## config.mk

```make
export PLATFORM = sky130hd
export DESIGN_NAME = serial_mouse_packet_decoder
export DESIGN_NICKNAME = d
export VERILOG_FILES = /design/src/design/smpd_pkg.sv /design/src/design/smpd_front.sv /design/src/design/smpd_fifo.sv /design/src/design/smpd_back.sv /design/src/design/serial_mouse_packet_decoder.sv
export VERILOG_INCLUDE_DIRS = /design/src /design/src/design
export SDC_FILE = /design/constraint.sdc
export NUM_CORES = 1
export LEC_CHECK = 0
export BUFFER_PORTS_ARGS = -buffer_cell sky130_fd_sc_hd__buf_2
export CAP_MARGIN = 20
export CORE_MARGIN = 10
export CORE_UTILIZATION = 45
export CTS_CLUSTER_DIAMETER = 30
export DETAILED_ROUTE_END_ITERATION = 8
export PLACE_DENSITY_LB_ADDON = 0.05
export SLEW_MARGIN = 10
export SYNTH_ARGS = -nofsm -noshare
export SYNTH_HDL_FRONTEND = slang
export SYNTH_SLANG_ARGS = --single-unit
```

## constraint.sdc

```tcl
create_clock -name i_clk -period 6.46 [get_ports i_clk]
set_input_delay 0.969 -clock i_clk [delete_from_list [all_inputs] [get_ports i_clk]]
set_output_delay 0.969 -clock i_clk [all_outputs]
set_load 0.02 [all_outputs]
```

## src/design/serial_mouse_packet_decoder_macros.svh

```systemverilog
// Assertion macros shared by the mouse packet decoder modules.
// Each macro takes a label, the clock, the active-low reset, a condition and a consequence.
`ifndef SERIAL_MOUSE_PACKET_DECODER_MACROS_SVH
`define SERIAL_MOUSE_PACKET_DECODER_MACROS_SVH
`ifndef SYNTH
`define SMPD_ASSERT_IMP(lbl, clk, rst_n, ante, cons) \
    lbl: assert property (@(posedge clk) disable iff (!rst_n) (ante) |-> (cons)) \
        else $error("smpd: same-cycle check failed");
`define SMPD_ASSERT_NXT(lbl, clk, rst_n, ante, cons) \
    lbl: assert property (@(posedge clk) disable iff (!rst_n) (ante) |=> (cons)) \
        else $error("smpd: next-cycle check failed");
`else
`define SMPD_ASSERT_IMP(lbl, clk, rst_n, ante, cons)
`define SMPD_ASSERT_NXT(lbl, clk, rst_n, ante, cons)
`endif
`endif

```

## src/design/smpd_pkg.sv

```systemverilog
package smpd_pkg;

    // Packet buffer depth; packets are never longer than five bytes.
    localparam int MAX_PACKET_BYTES = 5;
    localparam int POS_W            = $clog2(MAX_PACKET_BYTES);

    // Depth of the queue between framing and event generation (a power of two).
    localparam int QUEUE_DEPTH = 2;

    localparam logic [2:0] PROTO_FIVE   = 3'd0;
    localparam logic [2:0] PROTO_THREE8 = 3'd1;
    localparam logic [2:0] PROTO_PS2    = 3'd2;
    localparam logic [2:0] PROTO_NONE   = 3'd3;
    localparam logic [2:0] PROTO_TRACK  = 3'd4;
    localparam logic [2:0] PROTO_THREE7 = 3'd5;

    localparam logic [1:0] EV_MOTION = 2'd0;
    localparam logic [1:0] EV_LEFT   = 2'd1;
    localparam logic [1:0] EV_MIDDLE = 2'd2;
    localparam logic [1:0] EV_RIGHT  = 2'd3;

    localparam logic [7:0] SYNC_MASK_FIVE   = 8'hF8;
    localparam logic [7:0] SYNC_VAL_FIVE    = 8'h80;
    localparam logic [7:0] SYNC_MASK_THREE8 = 8'hC0;
    localparam logic [7:0] SYNC_VAL_THREE8  = 8'hC0;
    localparam logic [7:0] SYNC_MASK_THREE7 = 8'h40;
    localparam logic [7:0] SYNC_VAL_THREE7  = 8'h40;
    localparam logic [7:0] SYNC_MASK_TRACK  = 8'hC0;
    localparam logic [7:0] SYNC_VAL_TRACK   = 8'h40;
    localparam logic [7:0] HEADER_MASK      = 8'hF0;
    localparam logic [7:0] HEADER_RESET     = 8'h40;

    localparam logic [2:0] BUTTONS_ALL_UP = 3'b111;
    localparam logic [2:0] BUTTONS_PS2    = 3'b000;

    typedef enum logic [1:0] {
        FMT_FIVE,
        FMT_THREE,
        FMT_PS2
    } t_fmt;

    // One decoded packet waiting for its events to be sent.
    typedef struct packed {
        t_fmt              fmt;
        logic              motion;
        logic signed [8:0] dx;
        logic signed [8:0] dy;
        logic [2:0]        changes;
        logic [2:0]        raw;
    } t_pkt;

    typedef struct packed {
        logic       en;
        logic [2:0] proto;
    } t_cfg_wr;

    // Event kind reported for raw button bit idx of a given format.
    function automatic logic [1:0] kind_of(input t_fmt fmt, input logic [1:0] idx);
        logic [1:0] k;
        k = EV_MIDDLE;
        case (fmt)
            FMT_FIVE: begin
                case (idx)
                    2'd0:    k = EV_RIGHT;
                    2'd1:    k = EV_MIDDLE;
                    default: k = EV_LEFT;
                endcase
            end
            FMT_PS2: begin
                case (idx)
                    2'd0:    k = EV_LEFT;
                    2'd1:    k = EV_RIGHT;
                    default: k = EV_MIDDLE;
                endcase
            end
            default: begin
                case (idx)
                    2'd0:    k = EV_RIGHT;
                    2'd1:    k = EV_LEFT;
                    default: k = EV_MIDDLE;
                endcase
            end
        endcase
        return k;
    endfunction

endpackage

```

## src/design/smpd_front.sv

```systemverilog
module smpd_front
    import smpd_pkg::*;
(
    input  logic       i_clk,
    input  logic       i_rst_n,
    input  t_cfg_wr    i_cfg,
    output logic [2:0] o_protocol,
    input  logic       i_valid,
    output logic       o_ready,
    input  logic [7:0] i_byte,
    input  logic       i_full,
    output logic       o_push,
    output t_pkt       o_pkt
);

    logic [2:0]       r_proto;
    logic [POS_W-1:0] r_pos;
    logic [2:0]       r_prev_btn;
    logic             r_pend;
    logic             r_emp;
    logic [7:0]       r_prev_hdr;
    logic [7:0]       r_bytes [MAX_PACKET_BYTES];

    logic             w_accept;
    logic             w_proto_ok;
    logic [POS_W-1:0] w_len;
    logic             w_sync_ok;
    logic             w_fourth;
    logic             w_store;
    logic [POS_W-1:0] w_wpos;
    logic [POS_W-1:0] w_npos;
    logic             w_done;
    logic [7:0]       w_eff [MAX_PACKET_BYTES];
    logic             w_emp_eff;
    logic             w_track_now;
    logic             w_decode;
    logic [7:0]       w_x3;
    logic [7:0]       w_y3;
    t_pkt             w_pkt;

    assign w_accept   = i_valid && !i_full;
    assign o_ready    = !i_full;
    assign o_protocol = r_proto;

    always_comb begin
        w_proto_ok = r_proto inside {PROTO_FIVE, PROTO_THREE8, PROTO_PS2,
                                     PROTO_TRACK, PROTO_THREE7};
        w_len = (r_proto == PROTO_FIVE) ? POS_W'(5) : POS_W'(3);
        case (r_proto)
            PROTO_FIVE:   w_sync_ok = (i_byte & SYNC_MASK_FIVE) == SYNC_VAL_FIVE;
            PROTO_THREE8: w_sync_ok = (i_byte & SYNC_MASK_THREE8) == SYNC_VAL_THREE8;
            PROTO_THREE7: w_sync_ok = (i_byte & SYNC_MASK_THREE7) == SYNC_VAL_THREE7;
            PROTO_TRACK:  w_sync_ok = (i_byte & SYNC_MASK_TRACK) == SYNC_VAL_TRACK;
            default:      w_sync_ok = 1'b1;
        endcase

        // A pending trackball fourth byte is consumed instead of starting a packet.
        w_fourth = w_accept && w_proto_ok && (r_pos == '0) && (r_proto == PROTO_TRACK)
                   && r_pend;
        w_store  = w_accept && w_proto_ok && !w_fourth && ((r_pos != '0) || w_sync_ok);
        w_wpos   = (r_pos >= w_len) ? '0 : r_pos;
        w_npos   = w_wpos + POS_W'(1);
        w_done   = w_store && (w_npos >= w_len);

        for (int i = 0; i < MAX_PACKET_BYTES; i++) begin
            w_eff[i] = (w_store && (w_wpos == POS_W'(i))) ? i_byte : r_bytes[i];
        end

        w_emp_eff   = w_fourth ? (|i_byte[7:4]) : r_emp;
        w_track_now = (w_eff[1] != '0) || (w_eff[2] != '0) || (w_eff[0] != r_prev_hdr);
        w_decode    = w_fourth || (w_done && ((r_proto != PROTO_TRACK) || w_track_now));

        w_x3 = {w_eff[0][1:0], w_eff[1][5:0]};
        w_y3 = {w_eff[0][3:2], w_eff[2][5:0]};

        case (r_proto)
            PROTO_FIVE: begin
                w_pkt.fmt = FMT_FIVE;
                w_pkt.raw = w_eff[0][2:0];
                w_pkt.dx  = signed'({w_eff[1][7], w_eff[1]}) + signed'({w_eff[3][7], w_eff[3]});
                w_pkt.dy  = signed'({w_eff[2][7], w_eff[2]}) + signed'({w_eff[4][7], w_eff[4]});
            end
            PROTO_PS2: begin
                w_pkt.fmt = FMT_PS2;
                w_pkt.raw = w_eff[0][2:0];
                w_pkt.dx  = signed'({w_eff[0][4], w_eff[1]});
                w_pkt.dy  = signed'({w_eff[0][5], w_eff[2]});
            end
            default: begin
                // Buttons are active high on the wire and inverted here; the middle one comes from the extra byte.
                w_pkt.fmt = FMT_THREE;
                w_pkt.raw = ~{w_emp_eff, w_eff[0][5], w_eff[0][4]};
                w_pkt.dx  = signed'({w_x3[7], w_x3});
                w_pkt.dy  = -signed'({w_y3[7], w_y3});
            end
        endcase
        w_pkt.changes = w_pkt.raw ^ r_prev_btn;
        w_pkt.motion  = (w_pkt.dx != '0) || (w_pkt.dy != '0);

        o_push = w_decode && (w_pkt.motion || (w_pkt.changes != '0));
        o_pkt  = w_pkt;
    end

    always_ff @(posedge i_clk) begin
        if (!i_rst_n) begin
            r_proto    <= PROTO_NONE;
            r_pos      <= '0;
            r_prev_btn <= BUTTONS_ALL_UP;
            r_pend     <= 1'b0;
            r_emp      <= 1'b0;
            r_prev_hdr <= HEADER_RESET;
        end else if (i_cfg.en) begin
            r_proto    <= i_cfg.proto;
            r_pos      <= '0;
            r_prev_btn <= (i_cfg.proto == PROTO_PS2) ? BUTTONS_PS2 : BUTTONS_ALL_UP;
        end else begin
            if (w_store) begin
                r_pos <= w_done ? '0 : w_npos;
            end
            if (w_fourth) begin
                r_pend <= 1'b0;
                r_emp  <= |i_byte[7:4];
            end
            if (w_done && (r_proto == PROTO_TRACK)) begin
                if (w_track_now) begin
                    r_prev_hdr <= w_eff[0] & HEADER_MASK;
                end else begin
                    r_pend <= 1'b1;
                end
            end
            if (w_decode) begin
                r_prev_btn <= w_pkt.raw;
            end
        end
    end

    always_ff @(posedge i_clk) begin
        if (w_store) begin
            r_bytes[w_wpos] <= i_byte;
        end
    end

endmodule

```

## src/design/smpd_fifo.sv

```systemverilog
module smpd_fifo
    import smpd_pkg::*;
(
    input  logic i_clk,
    input  logic i_rst_n,
    input  logic i_push,
    input  t_pkt i_data,
    output logic o_full,
    input  logic i_pop,
    output logic o_valid,
    output t_pkt o_data
);

    localparam int PTR_W = (QUEUE_DEPTH > 1) ? $clog2(QUEUE_DEPTH) : 1;
    localparam int CNT_W = $clog2(QUEUE_DEPTH + 1);

    t_pkt             r_mem [QUEUE_DEPTH];
    logic [PTR_W-1:0] r_wp;
    logic [PTR_W-1:0] r_rp;
    logic [CNT_W-1:0] r_cnt;

    assign o_full  = (r_cnt == CNT_W'(QUEUE_DEPTH));
    assign o_valid = (r_cnt != '0);
    assign o_data  = r_mem[r_rp];

    always_ff @(posedge i_clk) begin
        if (!i_rst_n) begin
            r_wp  <= '0;
            r_rp  <= '0;
            r_cnt <= '0;
        end else begin
            if (i_push) begin
                r_wp <= (r_wp == PTR_W'(QUEUE_DEPTH - 1)) ? '0 : r_wp + PTR_W'(1);
            end
            if (i_pop) begin
                r_rp <= (r_rp == PTR_W'(QUEUE_DEPTH - 1)) ? '0 : r_rp + PTR_W'(1);
            end
            if (i_push && !i_pop) begin
                r_cnt <= r_cnt + CNT_W'(1);
            end else if (i_pop && !i_push) begin
                r_cnt <= r_cnt - CNT_W'(1);
            end
        end
    end

    always_ff @(posedge i_clk) begin
        if (i_push) begin
            r_mem[r_wp] <= i_data;
        end
    end

endmodule

```

## src/design/smpd_back.sv

```systemverilog
`include "serial_mouse_packet_decoder_macros.svh"

module smpd_back
    import smpd_pkg::*;
(
    input  logic              i_clk,
    input  logic              i_rst_n,
    input  logic              i_pkt_valid,
    input  t_pkt              i_pkt,
    output logic              o_pkt_pop,
    output logic              o_valid,
    input  logic              i_ready,
    output logic [1:0]        o_event_kind,
    output logic signed [8:0] o_delta_x,
    output logic signed [8:0] o_delta_y,
    output logic              o_button_up,
    output logic              o_last_event
);

    logic              r_busy;
    logic [3:0]        r_rem;
    t_fmt              r_fmt;
    logic signed [8:0] r_dx;
    logic signed [8:0] r_dy;
    logic [2:0]        r_raw;
    logic              r_ov;
    logic [1:0]        r_kind;
    logic signed [8:0] r_odx;
    logic signed [8:0] r_ody;
    logic              r_up;
    logic              r_last;

    logic              w_adv;
    logic [3:0]        w_sel;
    logic [3:0]        w_rem_next;
    logic              w_last;
    logic [1:0]        w_idx;
    logic [1:0]        w_kind;
    logic signed [8:0] w_dx;
    logic signed [8:0] w_dy;
    logic              w_up;

    // Bit 0 of the remaining mask is the motion event, bits 1 to 3 the button bits.
    always_comb begin
        w_adv      = r_busy && (!r_ov || i_ready);
        w_sel      = r_rem & (~r_rem + 4'd1);
        w_rem_next = r_rem & ~w_sel;
        w_last     = (w_rem_next == '0);
        if (w_sel[1]) begin
            w_idx = 2'd0;
        end else if (w_sel[2]) begin
            w_idx = 2'd1;
        end else begin
            w_idx = 2'd2;
        end
        if (w_sel[0]) begin
            w_kind = EV_MOTION;
            w_dx   = r_dx;
            w_dy   = r_dy;
            w_up   = 1'b0;
        end else begin
            w_kind = kind_of(r_fmt, w_idx);
            w_dx   = '0;
            w_dy   = '0;
            w_up   = (r_fmt == FMT_PS2) ? ~r_raw[w_idx] : r_raw[w_idx];
        end
        o_pkt_pop = i_pkt_valid && (!r_busy || (w_adv && w_last));
    end

    always_ff @(posedge i_clk) begin
        if (!i_rst_n) begin
            r_busy <= 1'b0;
            r_ov   <= 1'b0;
        end else begin
            if (w_adv) begin
                r_ov  <= 1'b1;
                r_rem <= w_rem_next;
                if (w_last) begin
                    r_busy <= 1'b0;
                end
            end else if (r_ov && i_ready) begin
                r_ov <= 1'b0;
            end
            if (o_pkt_pop) begin
                r_busy <= 1'b1;
                r_rem  <= {i_pkt.changes, i_pkt.motion};
            end
        end
    end

    always_ff @(posedge i_clk) begin
        if (w_adv) begin
            r_kind <= w_kind;
            r_odx  <= w_dx;
            r_ody  <= w_dy;
            r_up   <= w_up;
            r_last <= w_last;
        end
        if (o_pkt_pop) begin
            r_fmt <= i_pkt.fmt;
            r_dx  <= i_pkt.dx;
            r_dy  <= i_pkt.dy;
            r_raw <= i_pkt.raw;
        end
    end

    assign o_valid      = r_ov;
    assign o_event_kind = r_kind;
    assign o_delta_x    = r_odx;
    assign o_delta_y    = r_ody;
    assign o_button_up  = r_up;
    assign o_last_event = r_last;

    `SMPD_ASSERT_IMP(a_button_no_motion, i_clk, i_rst_n, r_ov && (r_kind != EV_MOTION), (r_odx == '0) && (r_ody == '0))
    `SMPD_ASSERT_IMP(a_motion_nonzero, i_clk, i_rst_n, r_ov && (r_kind == EV_MOTION), ((r_odx != '0) || (r_ody != '0)) && !r_up)
    `SMPD_ASSERT_IMP(a_busy_has_work, i_clk, i_rst_n, r_busy, r_rem != '0)
    `SMPD_ASSERT_NXT(a_idle_after_last, i_clk, i_rst_n, w_adv && w_last && !i_pkt_valid, !r_busy)

endmodule

```

## src/design/serial_mouse_packet_decoder.sv

```systemverilog
// A packet is queued, then loaded into the event generator, which registers each event.
// Throughput: one byte per cycle while the packet queue has room; one event per cycle out
// while the consumer is ready; a packet yields at most four events.
// Reset: synchronous, active low; protocol becomes 3 (every byte dropped), framing restarts,
// the queue empties and no event is offered until bytes arrive after a protocol write.
module serial_mouse_packet_decoder
    import smpd_pkg::*;
(
    input  logic              i_clk,
    input  logic              i_rst_n,
    // APB-style configuration port.
    input  logic              psel,
    input  logic              penable,
    input  logic              pwrite,
    input  logic [2:0]        paddr,
    input  logic [31:0]       pwdata,
    output logic [31:0]       prdata,
    output logic              pready,
    // Received byte request channel.
    input  logic              i_rx_valid,
    output logic              o_rx_ready,
    input  logic [7:0]        i_rx_byte,
    // Event request channel.
    output logic              o_ev_valid,
    input  logic              i_ev_ready,
    output logic [1:0]        o_event_kind,
    output logic signed [8:0] o_delta_x,
    output logic signed [8:0] o_delta_y,
    output logic              o_button_up,
    output logic              o_last_event
);

    // The only register, protocol, sits at byte address 0. Word address 1 reads as zero
    // and ignores writes.
    t_cfg_wr    w_cfg;
    logic [2:0] w_protocol;
    logic       w_full;
    logic       w_push;
    t_pkt       w_push_pkt;
    logic       w_pop;
    logic       w_q_valid;
    t_pkt       w_q_pkt;

    assign pready      = 1'b1;
    assign w_cfg.en    = psel && penable && pwrite && pready && (paddr[2] == 1'b0);
    assign w_cfg.proto = pwdata[2:0];
    assign prdata      = (paddr[2] == 1'b0) ? {29'd0, w_protocol} : 32'd0;

    // The framing stage takes one byte per cycle while the queue has room, tracks the byte
    // position and the button history, and turns each completed packet into a single queue
    // entry carrying both deltas and the button bits that changed. Packets that would yield
    // no event are not queued at all, so the back end only ever sees work.
    smpd_front u_front (
        .i_clk      (i_clk),
        .i_rst_n    (i_rst_n),
        .i_cfg      (w_cfg),
        .o_protocol (w_protocol),
        .i_valid    (i_rx_valid),
        .o_ready    (o_rx_ready),
        .i_byte     (i_rx_byte),
        .i_full     (w_full),
        .o_push     (w_push),
        .o_pkt      (w_push_pkt)
    );

    // The short queue lets the framing stage keep taking bytes while a packet's events
    // are still draining towards a stalled consumer.
    smpd_fifo u_fifo (
        .i_clk   (i_clk),
        .i_rst_n (i_rst_n),
        .i_push  (w_push),
        .i_data  (w_push_pkt),
        .o_full  (w_full),
        .i_pop   (w_pop),
        .o_valid (w_q_valid),
        .o_data  (w_q_pkt)
    );

    // The event generator walks a packet's motion and button changes in order, one per
    // cycle while the consumer is ready, into a registered output, and marks the last.
    smpd_back u_back (
        .i_clk        (i_clk),
        .i_rst_n      (i_rst_n),
        .i_pkt_valid  (w_q_valid),
        .i_pkt        (w_q_pkt),
        .o_pkt_pop    (w_pop),
        .o_valid      (o_ev_valid),
        .i_ready      (i_ev_ready),
        .o_event_kind (o_event_kind),
        .o_delta_x    (o_delta_x),
        .o_delta_y    (o_delta_y),
        .o_button_up  (o_button_up),
        .o_last_event (o_last_event)
    );

endmodule

```

# After elaboration in Yosys (flattened, before gate mapping)
# Memory sizes are Yosys's and may differ from the RTL's. A register that Yosys moved wholly into a read port is not among the register bits.
# Index checks and enable logic that the tools add are counted.
[totals] wordCells=173 memories=2 reg_bits=70 ramBits=94
[memory_table] memory="u_fifo.r_mem" depth=2 word_bits=27 rd=1 rd_clocked_by_memory_dff=1 write_ports=1 line_no="smpd_fifo.sv:17" source="t_pkt r_mem [QUEUE_DEPTH];"
[memory_table] memory="u_front.r_bytes" depth=5 word_bits=8 rd=5 rd_clocked_by_memory_dff=0 write_ports=1 line_no="smpd_front.sv:22" source="logic [7:0] r_bytes [MAX_PACKET_BYTES];"
[op_classes] eq_ne=17 n_reduce_logical=65 n_mux=46 bitwise=10 add_sub_neg=9 order_cmp=3
[ops] operator="$mux W8" n=5
[ops] operator="$pmux W18 S2" n=1
[ops] operator="$logic_and A1 B1 Y1" n=25
[ops] operator="$mux W3" n=8
[ops] operator="$pmux W2 S2" n=5
[ops] operator="$mux W1" n=19
[ops] operator="$add A8 B8 Y9" n=2
[ops] operator="$reduce_bool A9 Y1" n=2
[ops] operator="$reduce_bool A8 Y1" n=2
[ops] operator="$eq A3 B2 Y1 const B" n=4
[ops] operator="$reduce_bool A2 Y1" n=6
[ops] operator="$eq A3 B3 Y1 const B" n=3
[ops] operator="$logic_not A3 Y1" n=3
[ops] operator="$logic_or A1 B1 Y1" n=9
[ops] operator="$neg A8 Y9" n=1
[ops] operator="$and A4 B4 Y4" n=2
[ops] operator="$mux W2" n=4
[ops] operator="$mux W4" n=2
[ops] operator="$ne A8 B8 Y1" n=1
[ops] operator="$not A4 Y4" n=2
[ops] operator="$eq A2 B2 Y1 const B" n=3
[ops] operator="$eq A3 B1 Y1 const B" n=2
[ops] operator="$ge A3 B3 Y1" n=2
[ops] operator="$logic_not A1 Y1" n=6
[ops] operator="other kinds (22)" n=31

# Logic depth before layout (Yosys ltp)
[logic_depth] depth_word=23 ltp_mapped=30 depth_no_buf=26

# Hierarchy
# Synthesis repeated with hierarchy kept, for this count alone.
[hier_totals] hier_cells=784 hier_area_um2=8998.6
[by_module_without_submodules] mod="smpd_front" cells_per_inst=521 area_per_inst_um2=4588.2 n_inst=1
[by_module_without_submodules] mod="smpd_fifo" cells_per_inst=106 area_per_inst_um2=2174.6 n_inst=1
[by_module_without_submodules] mod="smpd_back" cells_per_inst=121 area_per_inst_um2=1966.9 n_inst=1
[by_module_without_submodules] mod="serial_mouse_packet_decoder" cells_per_inst=36 area_per_inst_um2=269.0 n_inst=1

# Worst setup path after synthesis
# OpenSTA, ideal clock, no wires.
[synth_path] path_type="in2reg" from="in i_rx_byte[7]" to="mem u_fifo.r_mem[0][0] (netlist bit) (enable)" arrival_ns=6.596 slack_ns=-0.581 cell_stages=22 path_cell_list="clkbuf_1 > mux2_1 > nand2_1 > and3_1 > buf_2 > buf_2 > nor2_1 > nand2_1 > mux2_2 > ha_1 > fa_1 > a211oi_1 > o21bai_1 > a21oi_1 > xnor2_1 > o21ai_0 > a2bb2oi_1 > a2111o_1 > or4_1 > or3_1 > nor4_1 > nor3_1"
[synth_rtl] item="start: declaration" line_no="serial_mouse_packet_decoder.sv:22" source="input logic [7:0] i_rx_byte,"
[synth_rtl] item="end: declaration" line_no="smpd_fifo.sv:17"

# Final worst setup path
[layout_path] from="reg u_front.r_proto[0] (netlist: u_front.o_protocol[0])" to="reg u_fifo.r_cnt[1]"
[layout_between] elab_chain_len=21 word_cells_on_any_way=65
[layout_lines] item="start: declaration" line_no="smpd_front.sv:16" source="logic [2:0] r_proto;"
[layout_lines] item="start signal: assignment" line_no="smpd_front.sv:113" source="r_proto <= i_cfg.proto;"
[layout_lines] item="branches (longest 17 deep; another with $add A8 B8 Y9)"
[layout_lines] item="$logic_and A1 B1 Y1 *" line_no="smpd_front.sv:100" source="o_push = w_decode && (w_pkt.motion || (w_pkt.changes != '0));"
[layout_lines] item="via u_fifo.i_push" line_no="smpd_fifo.sv:6" source="input logic i_push,"
[layout_lines] item="$logic_not A1 Y1" line_no="smpd_fifo.sv:40" source="end else if (i_pop && !i_push) begin"
[layout_lines] item="$logic_and A1 B1 Y1" line_no="smpd_fifo.sv:40"
[layout_lines] item="$reduce_bool A2 Y1 (no source line)"
[layout_lines] item="end signal: assignment" line_no="smpd_fifo.sv:39" source="r_cnt <= r_cnt + CNT_W'(1);"
[layout_lines] item="end signal: assignment" line_no="smpd_fifo.sv:41" source="r_cnt <= r_cnt - CNT_W'(1);"
[layout_lines] item="end: declaration" line_no="smpd_fifo.sv:20" source="logic [CNT_W-1:0] r_cnt;"
# Mark *: on every way through the listed nets, which the timed path passes.
# A chain may end at the register's enable or synchronous reset.

==> flow_metrics.py <==
metrics = {
    "setup_path": {
        "r2r_cells": 25,
        "end_kind": "register",
        "cp-startpoint": "u_front.o_protocol[0]$_SDFFE_PN1P_",
        "path_max_fanout": 8,
        "r2r_end": "u_fifo.r_cnt[1]$_SDFFE_PN0P_",
        "start_kind": "register",
        "critPathKind": "reg2reg",
        "rrSetupSlack_ns": 0.41,
        "critPathCapture": "u_fifo.r_cnt[1]$_SDFFE_PN0P_",
        "required_ns": 6.81,
        "arrival_ns": 6.40,
        "rr_startpoint": "u_front.o_protocol[0]$_SDFFE_PN1P_",
    },
    "pwr": {
        "power_density_nw_per_um2": 272,
        "p_leak_nw": 3.68,
        "ir_drop_mv": 0.166,
        "finalPower_mw": 2.77,
    },
    "sta": {
        "max_slew.worst_pin.slew_ns": 1.01,
        "min_period_ns": 6.05,
        "slew_viol_final": 0,
        "setup_viol": 0,
        "fin_setup_tns_ns": 0,
        "relSlewSlack": 0.328,
        "skew_ns": 0.0123,
        "hold_viol": 0,
        "rsz0062_at_grt": "false",
        "hold_slack_ns": 0.470,
        "fmax_mhz": 165,
        "finalCritPeriodShare": 0.937,
    },
    "global_route": {
        "grt_first_pass_wirelength_mm": 34.5,
        "grt_max_degree": 28,
        "grt_overflow": 0,
        "antenna_found_initial": 0,
        "grt_pass1_vias": 6121,
        "grtUsageTotal": 0.170,
    },
    "drt": {
        "via_per_inst": 5.42,
        "drtIter0Drc": 326,
        "wl_per_cell_um": 19.3,
        "num_vias": 6111,
        "drtAntennaViolNets": 0,
        "drc_errors": 0,
        "dr.pass1.iters": 5,
        "routed_wl_mm": 21.8,
    },
    "final_layout": {
        "seq_area_um2": 4740,
        "area_growth_pct": 15.0,
        "multi_input_area_um2": 3770,
        "diodes": 0,
        "num-fill-cells": 1719,
        "final_cell_area_um2": 10200,
        "fin_util": 0.524,
        "final_nets": 926,
        "drive_gt1_frac": 0.239,
    },
    "clock_network": {
        "h-tree-depth": 4,
        "cts_tree": "yes",
        "clk_path_buf_depth": 2,
        "cts.sinks": 165,
        "worstSkewPairLatency_ns": 0.42,
        "path_clk_slew_ns": 0.07,
        "cts_hold_buf": 0,
        "cts_root_buffer": "clkbuf_16",
        "cts_inserted_buffers": 17,
    },
    "yosys": {
        "yosys.area_share.simple": 0.157,
        "synth_area_per_cell_um2": 11.6,
        "synth.distinct_cells": 86,
        "synth_flop_cell": "edfxtp_1",
        "synth-edff-count": 143,
        "ys_ff_latch": 165,
        "synthXorXnorAreaFrac": 0.0238,
        "synth_area_um2": 8840,
        "synth_top_family_by_area": "simple AND/OR/NAND/NOR gates",
        "synth_async_sr_flop_share": 0,
        "synth_fa_ha_area_frac": 0.0396,
        "yosysSeqAreaShare": 0.535,
        "synth_top_area_cell": "edfxtp_1",
        "yosys_warnings": 0,
        "netlist_top_cells_area": "edfxtp_1 (49%), dfxtp_1 (5.0%), mux2_2 (4.8%)",
        "synth_cells": 764,
        "synth_compound_area_frac": 0.110,
        "muxShareOfSynthArea": 0.0816,
        "synth_top_area_share": 0.486,
    },
    "floorplanning": {
        "coreArea_um2": 19400,
        "rows": 51,
        "dieArea_um2": 25700,
        "start_util": 0.456,
        "die_x_um": 160,
        "ios": 107,
        "dieHeight_um": 160,
    },
    "run": {
        "cap_violations": 0,
    },
    "placed_design": {
        "dpl-instance-area_um2": 9570,
        "gp_congestion": 0.916,
        "io_buffers": 45,
        "place_hpwl_mm": 16.4,
    },
    "run_status": {
        "status": "completed",
    },
    "hold_path": {
        "min-delay-path-class": "reg2reg",
    },
}
==> sequential cells by signal (all words and copies together), names as in the netlist, 3 cells and up, named ones only <==
register,flops
u_back.o_delta_x,9
u_front.r_bytes,40
u_back.r_raw,3
u_front.o_protocol,3
u_fifo.r_mem,54
u_front.r_prev_btn,3
u_front.r_prev_hdr,4
u_front.r_pos,3
u_back.o_delta_y,9
u_back.r_rem,4
u_back.r_dx,9
u_back.r_dy,9
==> cell families (layout without fill, tap and decap cells) <==
kind of cell | count (synthesis) | in the layout
xor+xnor | 24 | 24
compound gates | 146 | 146
flops | 165 | 165
other cells | 2 | 30
fa+ha+maj | 27 | 27
buf+inv | 86 | 157
simple gates | 251 | 251
mux | 63 | 63
==> stage by stage <==
stage	cells	setup slack, ns
after CTS	1125	0.234
after global placement	1093	0.0549
final	1128	0.409
after floorplan	792	0.0457
after detailed placement	1093	-0.00151
after global routing	1128	0.0327
==> worst min-delay path by stage <==
stage | start | end | slack (ns) | cells after the start
floorplan | u_back.r_busy$_SDFFE_PN0P_ | u_back.o_valid$_SDFFE_PN0P_ | 0.43 | 2
global placement | u_back.r_busy$_SDFFE_PN0P_ | u_back.o_valid$_SDFFE_PN0P_ | 0.44 | 2
detailed placement | u_back.r_busy$_SDFFE_PN0P_ | u_back.o_valid$_SDFFE_PN0P_ | 0.47 | 2
CTS | u_back.r_busy$_SDFFE_PN0P_ | u_back.o_valid$_SDFFE_PN0P_ | 0.47 | 2
global route | u_back.r_busy$_SDFFE_PN0P_ | u_back.o_valid$_SDFFE_PN0P_ | 0.51 | 2
finish | u_back.r_busy$_SDFFE_PN0P_ | u_back.o_valid$_SDFFE_PN0P_ | 0.47 | 2
==> per-layer routing <==
| metal | up-vias | GRT usage | share of wire |
|---|---|---|---|
| met1 | 2943 | 0.220 | 0.46 |
| met3 | 31 | 0.0357 | 0.046 |
| li1 | 2987 | - | - |
| met5 | - | 0 | 0 |
| met4 | 0 | 0.0597 | 0.024 |
| met2 | 150 | 0.277 | 0.47 |
==> critical path: stages, from the launching register on <==
cell      delay [ns]
dfxtp_2         0.39
nor3_4          0.22
inv_2           0.08
nand2_1         0.07
nand3b_1        0.17
inv_1           0.14
ha_1            0.27
and4_1          0.40
nand2_1         0.16
mux2_2          0.34
ha_1            0.32
a21oi_1         0.22
xnor2_1         0.12
or4_1           0.45
o31ai_1         0.10
a22oi_1         0.12
a211o_1         0.32
or4_1           0.51
or3_1           0.40
nor4_2          0.15
buf_4           0.17
nor2_1          0.04
ha_1            0.19
xor2_1          0.15
or3_1           0.32
a21oi_1         0.14
==> power by group <==
part	switching [mW]	internal (mW)	total (mW)
registers	0.0490	1.32	1.37
clock network	0.473	0.515	0.988
logic	0.267	0.142	0.409
total	0.789	1.98	2.77
==> cells in the final DEF, fill, tap and decap left out, types with 10 or more instances in the layout <==
cell type,n
edfxtp_1,143
nor2_1,54
buf_4,50
buf_2,46
nand2_1,43
o21ai_0,39
mux2_2,38
a21oi_1,31
conb_1,30
nand3_1,25
inv_1,25
nor3_1,25
ha_1,24
and2_1,23
mux2i_1,20
dfxtp_1,19
clkbuf_16,17
xor2_1,14
xnor2_1,10
a211oi_1,10
==> Yosys cell counts (5+ instances only) <==
| library cell | count |
|---|---|
| and2_1 | 23 |
| nand3_1 | 25 |
| nor3_1 | 26 |
| ha_1 | 24 |
| nor4_1 | 7 |
| a211oi_1 | 10 |
| mux2i_1 | 20 |
| a21oi_1 | 31 |
| nand4_1 | 8 |
| or4_1 | 7 |
| clkbuf_1 | 17 |
| xor2_1 | 14 |
| dfxtp_1 | 22 |
| buf_2 | 8 |
| edfxtp_1 | 143 |
| o211ai_1 | 5 |
| mux2_2 | 38 |
| or3_1 | 6 |
| inv_1 | 25 |
| o21ai_0 | 40 |
| nor2_1 | 55 |
| buf_4 | 33 |
| xnor2_1 | 10 |
| and3_1 | 5 |
| nand2b_1 | 8 |
| nand2_1 | 43 |
| a21o_1 | 5 |
==> final cells by class <==
cell class / instances / area share
well taps: 265 / 0.0326
clock inverters: 15 / 0.0151
multi-input cells: 541 / 0.371
inverters: 26 / 0.00960
flip-flops and latches: 165 / 0.466
repair buffers: 99 / 0.0640
clock buffers: 17 / 0.0418
==> timing repair <==
| item | 4_1_cts | 5_1_grt |
|---|---|---|
| gates resized for setup | 0 | 4 |
| endpoints found under the setup margin | 0 | 2 |
| buffers inserted | 0 | 1 |
No activity file was read; power rests on OpenSTA's default activity.
